--- src/design/hsfc_pkg.sv ---
// ----------------------------------------------------------------------------
// hsfc_pkg
// types and constants for the half/single float converter
// ----------------------------------------------------------------------------
`default_nettype none
package hsfc_pkg;
  localparam logic OP_H2S = 1'b0;
  localparam logic OP_S2H = 1'b1;
  localparam int unsigned PIPE_DEPTH = 3;

  localparam logic [14:0] HALF_INF  = 15'h7c00;
  localparam logic [14:0] HALF_QNAN = 15'h7e00;

  typedef struct packed {
    logic        opcode;
    logic [15:0] half_in;
    logic [31:0] single_in;
  } in_item_t;

  typedef struct packed {
    logic [31:0] single_out;
    logic [15:0] half_out;
  } out_item_t;

  // stage 1 -> stage 2 decode of both directions
  typedef struct packed {
    logic        opcode;
    logic        sign;
    // half to single
    logic        h_zero;
    logic        h_sub;
    logic        h_special;
    logic [4:0]  h_exp;
    logic [9:0]  h_man;
    logic [3:0]  h_lz;
    // single to half
    logic        s_nan;
    logic        s_inf;
    logic        s_zero;
    logic        s_sub;
    logic        s_norm;
    logic [4:0]  s_sh;
    logic [4:0]  s_exp;
    logic [22:0] s_man;
  } dec_t;
endpackage
`default_nettype wire

--- src/design/hsfc_decode.sv ---
// ----------------------------------------------------------------------------
// hsfc_decode
// stage 1: field split, class detection, leading-zero count, shift amount
// ----------------------------------------------------------------------------
`default_nettype none
module hsfc_decode (
  input  wire                 clk,
  input  wire                 rst,
  input  wire                 in_valid,
  input  hsfc_pkg::in_item_t  in_item,
  output logic                dec_valid,
  output hsfc_pkg::dec_t      dec
);
  hsfc_pkg::dec_t dec_next;
  logic [7:0] s_e;
  logic [9:0] hm;

  always_comb begin
    dec_next = '0;
    dec_next.opcode = in_item.opcode;
    hm = in_item.half_in[9:0];
    s_e = in_item.single_in[30:23];
    dec_next.h_exp = in_item.half_in[14:10];
    dec_next.h_man = hm;
    dec_next.h_zero = (dec_next.h_exp == 5'd0) && (hm == 10'd0);
    dec_next.h_sub = (dec_next.h_exp == 5'd0) && (hm != 10'd0);
    dec_next.h_special = (dec_next.h_exp == 5'd31);
    // shift that brings the leading one just above the 10-bit field
    dec_next.h_lz = 4'd10;
    for (int i = 0; i < 10; i++) begin
      if (hm[i]) dec_next.h_lz = 4'(10 - i);
    end
    dec_next.s_man = in_item.single_in[22:0];
    dec_next.s_nan = (s_e == 8'hff) && (dec_next.s_man != 23'd0);
    dec_next.s_inf = (s_e == 8'hff && dec_next.s_man == 23'd0) ||
                     (s_e != 8'hff && s_e >= 8'd143);
    dec_next.s_norm = (s_e >= 8'd113) && (s_e <= 8'd142);
    dec_next.s_sub = (s_e >= 8'd102) && (s_e <= 8'd112);
    dec_next.s_zero = (s_e < 8'd102);
    dec_next.s_exp = 5'(s_e - 8'd112);
    // shift 14 - hexp = 126 - e, range 14..24
    dec_next.s_sh = 5'(8'd126 - s_e);
    dec_next.sign = in_item.opcode ? in_item.single_in[31] : in_item.half_in[15];
  end

  always_ff @(posedge clk) begin
    if (rst) begin
      dec_valid <= 1'b0;
    end else begin
      dec_valid <= in_valid;
    end
    dec <= dec_next;
  end
endmodule
`default_nettype wire

--- src/design/hsfc_assemble.sv ---
// ----------------------------------------------------------------------------
// hsfc_assemble
// stages 2 and 3: shifting and round-bit selection, then rounding and result packing
// ----------------------------------------------------------------------------
`default_nettype none
module hsfc_assemble (
  input  wire                 clk,
  input  wire                 rst,
  input  wire                 dec_valid,
  input  hsfc_pkg::dec_t      dec,
  output logic                out_valid,
  output hsfc_pkg::out_item_t out_item
);
  // stage 2 results
  logic        s2_valid;
  logic        s2_opcode;
  logic [31:0] s2_single;
  logic [14:0] s2_mag;
  logic        s2_sign;
  logic        s2_round;

  logic [31:0] single_next;
  logic [14:0] mag_next;
  logic        round_next;
  logic [10:0] hsub_norm;
  logic [23:0] norm;
  logic [7:0]  e32;
  logic [14:0] rounded;

  always_comb begin
    single_next = '0;
    mag_next = '0;
    round_next = 1'b0;
    hsub_norm = 11'({1'b0, dec.h_man} << dec.h_lz);
    norm = {1'b1, dec.s_man};
    e32 = 8'd0;
    if (dec.h_zero) begin
      single_next = {dec.sign, 31'd0};
    end else if (dec.h_sub) begin
      e32 = 8'(8'd113 - {4'd0, dec.h_lz});
      single_next = {dec.sign, e32, hsub_norm[9:0], 13'd0};
    end else if (dec.h_special) begin
      single_next = {dec.sign, 8'hff, dec.h_man, 13'd0};
    end else begin
      e32 = 8'({3'd0, dec.h_exp} + 8'd112);
      single_next = {dec.sign, e32, dec.h_man, 13'd0};
    end
    if (dec.s_nan) begin
      mag_next = hsfc_pkg::HALF_QNAN;
    end else if (dec.s_inf) begin
      mag_next = hsfc_pkg::HALF_INF;
    end else if (dec.s_zero) begin
      mag_next = '0;
    end else if (dec.s_sub) begin
      mag_next = 15'(norm >> dec.s_sh);
      round_next = norm[dec.s_sh - 5'd1];
    end else begin
      mag_next = {dec.s_exp, dec.s_man[22:13]};
      round_next = dec.s_man[12];
    end
  end

  always_ff @(posedge clk) begin
    if (rst) begin
      s2_valid <= 1'b0;
    end else begin
      s2_valid <= dec_valid;
    end
    s2_opcode <= dec.opcode;
    s2_single <= single_next;
    s2_mag <= mag_next;
    s2_sign <= dec.sign;
    s2_round <= round_next;
  end

  // carry into exponent is natural; reaching 0x7c00 is infinity
  assign rounded = 15'(s2_mag + {14'd0, s2_round});

  always_ff @(posedge clk) begin
    if (rst) begin
      out_valid <= 1'b0;
    end else begin
      out_valid <= s2_valid;
    end
    if (s2_opcode == hsfc_pkg::OP_H2S) begin
      out_item <= '{single_out: s2_single, half_out: 16'd0};
    end else begin
      out_item <= '{single_out: 32'd0, half_out: {s2_sign, rounded}};
    end
  end
endmodule
`default_nettype wire

--- src/design/half_single_float_convert_top.sv ---
// ----------------------------------------------------------------------------
// half_single_float_convert_top
// binary16 <-> binary32 converter, three register stages
// ----------------------------------------------------------------------------
// channel  | signals                   | transfer
// command  | start, busy, in_data      | start && !busy
// result   | done, out_data            | done (one cycle)
//
// one item per cycle; start passes through the decode, stage 2 and output registers to done
// busy is always low: the pipeline never stalls
// rst clears the stage valid bits only
// ----------------------------------------------------------------------------
`default_nettype none
module half_single_float_convert_top (
  input  wire                 clk,
  input  wire                 rst,
  input  wire                 start,
  output logic                busy,
  input  hsfc_pkg::in_item_t  in_data,
  output logic                done,
  output hsfc_pkg::out_item_t out_data
);
  logic           dec_valid;
  hsfc_pkg::dec_t dec;

  assign busy = 1'b0;

  hsfc_decode u_decode (
    .clk       (clk),
    .rst       (rst),
    .in_valid  (start && !busy),
    .in_item   (in_data),
    .dec_valid (dec_valid),
    .dec       (dec)
  );

  hsfc_assemble u_assemble (
    .clk       (clk),
    .rst       (rst),
    .dec_valid (dec_valid),
    .dec       (dec),
    .out_valid (done),
    .out_item  (out_data)
  );
endmodule
`default_nettype wire

--- config.mk ---
export PLATFORM = sky130hd
export DESIGN_NAME = half_single_float_convert_top
export DESIGN_NICKNAME = d
export VERILOG_FILES = /design/src/design/hsfc_pkg.sv /design/src/design/hsfc_decode.sv /design/src/design/hsfc_assemble.sv /design/src/design/half_single_float_convert_top.sv
export SDC_FILE = /design/constraint.sdc
export NUM_CORES = 1
export LEC_CHECK = 0
export BUFFER_PORTS_ARGS = -buffer_cell sky130_fd_sc_hd__buf_2
export CAP_MARGIN = 20
export CORE_ASPECT_RATIO = 2
export CORE_MARGIN = 2
export CORE_UTILIZATION = 56
export DETAILED_ROUTE_END_ITERATION = 10
export PLACE_DENSITY = 0.78
export RECOVER_POWER = 100
export SYNTH_ARGS = -nofsm -noshare
export SYNTH_HDL_FRONTEND = slang
export SYNTH_SLANG_ARGS = --single-unit
--- constraint.sdc ---
create_clock -name clk -period 2.65 [get_ports clk]
set_input_delay 0.3975 -clock clk [delete_from_list [all_inputs] [get_ports clk]]
set_output_delay 0.3975 -clock clk [all_outputs]
set_load 0.02 [all_outputs]
==> key figures <==
Status
  – Status: completed

Die
  – Die ar.: 0.0111 mm²
  – # IOs: 102
  – Initial core utilization: 57.0%
  – Core area: 0.0100 mm²
  – Die Span Y: 147 µm
  – Overall die width: 75.4 µm
  – Row count: 52

STA
  – Worst Skew: 0.00748 ns
  – Max-slew headroom: 32.7%
  – RSZ-0062 raised after global routing: no
  – Post-route setup slack: 0.323 ns
  – Hold_ws: 0.0948 ns
  – Fin crit share: 87.8%
  – Achievable frequency: 430 MHz
  – Setup TNS: 0 ns
  – Final hold viol count: 0
  – Clock period minus worst slack: 2.33 ns
  – Slew Limit Fails: 0
  – Setup Viol. Count Final: 0
  – Slew of the pin with the lowest slew margin: 1.01 ns

Detailed routing
  – Drt total wl: 15000 µm
  – Routed Antenna Nets: 0
  – Via count: 4627
  – Residual DRC count: 0
  – Avg WL per Cell: 18.8 µm
  – DRT iter0 DRCs: 247
  – Pre-Repair DR Iteration Count: 5
  – Vias/cell: 5.78

CTS
  – CTS sink cnt: 132
  – Htree depth: 4
  – Hold buffer count at CTS: 0
  – Clock Path Buffers: 2
  – Worst-path clk slew: 0.06 ns
  – Postcts setup bufs: 0
  – Resize count post-CTS: 0
  – Clk_lat worst skew: 0.42 ns
  – CTS tree: built
  – Num CTS Buffers: 17
  – Clock root buffer: clkbuf_16

Cells and area
  – # diodes: 0
  – Layout area overhead: 17.8%
  – Most frequent cells in the layout: dfxtp_1 (132), clkbuf_1 (64), nand2_1 (41)
  – Final #Nets: 714
  – Most common library cell in the layout ignoring fill and taps: dfxtp_1
  – Layout cells sized above 1: 15.9%
  – # fillers: 876
  – Final instance area: 0.00673 mm²

Setup path
  – Critical Path End Type: flop
  – Reg2reg setup slack: 0.32 ns
  – Max incr delay on CP: 0.54 ns
  – Reg2reg end: u_assemble.s2_round$_SDFF_PP0_
  – Crit path launch type: flop
  – R2r startpoint: u_decode.dec[28]$_DFF_P_
  – FF-to-FF path depth: 7
  – WS Path Type: flop to flop
  – Crit Path Max Fanout: 8
  – Arrival time at the worst endpoint: 2.62 ns
  – CP max-delay cell: dfxtp_1
  – Buf/Inv on CP: 1
  – Critical Path RT: 2.94 ns
  – Crit path max-delay family: flip-flops
  – Cell Chain, Critical Path: inv_1 -> ha_1 -> xor2_1 -> mux4_2 -> nand2b_1 -> o2111ai_1 -> nand4_1

Flow run
  – Max Cap Violations: 0

Global routing
  – GR Overflow Total: 0
  – Largest net degree at the start of global routing: 35
  – First-pass GRT wire length: 23100 µm
  – Initial antenna violation count: 0
  – Vias in the first global route: 4651
  – GRT Total Usage: 28.5%

Yosys
  – Synth top area cells: dfxtp_1 (46%), mux4_2 (7.5%), mux2i_1 (4.0%), nor2b_1 (3.0%), mux2_2 (2.8%)
  – Syn Area/Cell: 10.2 µm²
  – Register area share after synthesis: 46.2%
  – Register bit total from synthesis: 132
  – Post-synthesis mux area share: 15.3%
  – Post-synth ARST share: 0%
  – EDFF count, synth: 0
  – Synthesized area: 0.00572 mm²
  – Post-synthesis compound-gate area fraction: 10.5%
  – Largest family of logic cells by synthesized area: simple AND/OR/NAND/NOR gates
  – Post-Syn Instances: 562
  – Synth Area in Adders: 1.75%
  – Syn. warnings: 0
  – Synth Flop Type: dfxtp_1
  – Cell taking the most area after synthesis: dfxtp_1
  – Post-Synth Simple-Gate Area: 17.2%
  – Post-synth top area share: 46.2%
  – Post-synth cell types: 62
  – Xor/xnor share of the synthesized area: 3.22%

Placement
  – IO Port Bufs: 87
  – Pre-CTS WS: 0.410 ns
  – Final HPWL DP: 11600 µm
  – Routability cong.: 1.00
  – Dpl cell area: 0.00622 mm²

Power
  – Worst vdd ir: 0.501 mV
  – Lkg Pwr: 2.73 nW
  – Pwr dens: 774 mW/mm²
  – Final total power: 5.21 mW

Min path
  – Hold Crit Class: primary input to flop
  – Worst Hold Path Cells: 1
  – Hold_sp: in_data[0]
  – Hold Path End: u_decode.dec[0]$_DFF_P_
-- cells in the mapped netlist (6+ instances only) --
| library cell | count |
|---|---|
| clkbuf_1 | 12 |
| a31oi_1 | 7 |
| buf_2 | 8 |
| inv_1 | 16 |
| mux2_2 | 14 |
| a21oi_1 | 19 |
| nor2_1 | 28 |
| mux4_2 | 19 |
| nand3_1 | 18 |
| o21ai_0 | 22 |
| nand2b_1 | 7 |
| xor2_1 | 7 |
| buf_4 | 16 |
| nor3_1 | 19 |
| mux2i_1 | 23 |
| xnor2_1 | 14 |
| and2_1 | 20 |
| o211ai_1 | 6 |
| dfxtp_1 | 132 |
| nor4_1 | 8 |
| nor2b_1 | 27 |
| a211oi_1 | 7 |
| nand2_1 | 41 |
| ha_1 | 8 |
-- cell type report --
cell class | count | area, µm² | share of cell area [%]
clock buffers | 21 | 480 | 7.13
clock inverters | 10 | 120 | 1.78
inverters | 18 | 67.6 | 1.00
multi-input cells | 384 | 2790 | 41.5
flip-flops and latches | 132 | 2640 | 39.2
well taps | 135 | 169 | 2.51
repair buffers | 101 | 463 | 6.87
-- worst register-to-register path, cell delays in order, from the launching register on --
cell       delay, ns
dfxtp_1         0.54
inv_1           0.20
ha_1            0.29
xor2_1          0.44
mux4_2          0.38
nand2b_1        0.17
o2111ai_1       0.08
nand4_1         0.11
-- cells by family (layout without fill, tap and decap cells) --
kind of cell    count (synthesis)  after routing
flops                         132            132
other cells                     1             14
buf+inv                        59            150
xor+xnor                       21             21
mux                            59             59
fa+ha+maj                       8              8
simple gates                  190            190
compound gates                 92             92
-- registers in the layout, summed over array words and instances (netlist names) --
| name | count |
|---|---|
| u_assemble.s2_sign | 1 |
| u_decode.dec | 60 |
| u_assemble.s2_single | 17 |
| u_assemble.s2_round | 1 |
| u_decode.dec_valid | 1 |
| u_assemble.s2_opcode | 1 |
| u_assemble.s2_mag | 15 |
| u_assemble.s2_valid | 1 |
| u_assemble.out_valid | 1 |
| u_assemble.out_item | 34 |
-- per-layer routing --
metal,part of all wire [%],up-vias,global-route usage (%)
met5,0,-,0
met4,6.3,0,17.8
met3,4.8,76,6.17
met2,59,222,55.5
met1,30,2169,23.2
li1,-,2160,-
-- how the worst max path moves through the flow --
stage	start	to	slack [ns]	cells past startpoint
after global routing	u_decode.dec[28]$_DFF_P_	u_assemble.s2_round$_SDFF_PP0_	0.21	7
after global placement	u_decode.dec[28]$_DFF_P_	u_assemble.s2_round$_SDFF_PP0_	0.54	7
after floorplan	u_decode.dec[28]$_DFF_P_	u_assemble.s2_round$_SDFF_PP0_	0.70	9
final	u_decode.dec[28]$_DFF_P_	u_assemble.s2_round$_SDFF_PP0_	0.32	7
after CTS	u_decode.dec[28]$_DFF_P_	u_assemble.s2_round$_SDFF_PP0_	0.34	7
after detailed placement	u_decode.dec[28]$_DFF_P_	u_assemble.s2_round$_SDFF_PP0_	0.41	7
-- per-stage QoR --
stage	utilization (%)	std cells
detailed placement	62.1	770
finish	67.2	801
global route	67.2	801
CTS	68.1	801
global placement	62.1	770
floorplan	-	575
-- report_power, final --
part	switching, mW	internal (mW)	leakage (nW)
Combinational	0.385	0.279	1.33
Sequential	0.0959	2.11	1.10
Clock	0.858	1.48	0.292
Total	1.34	3.87	2.73
Power figures use the tool's default switching activity.
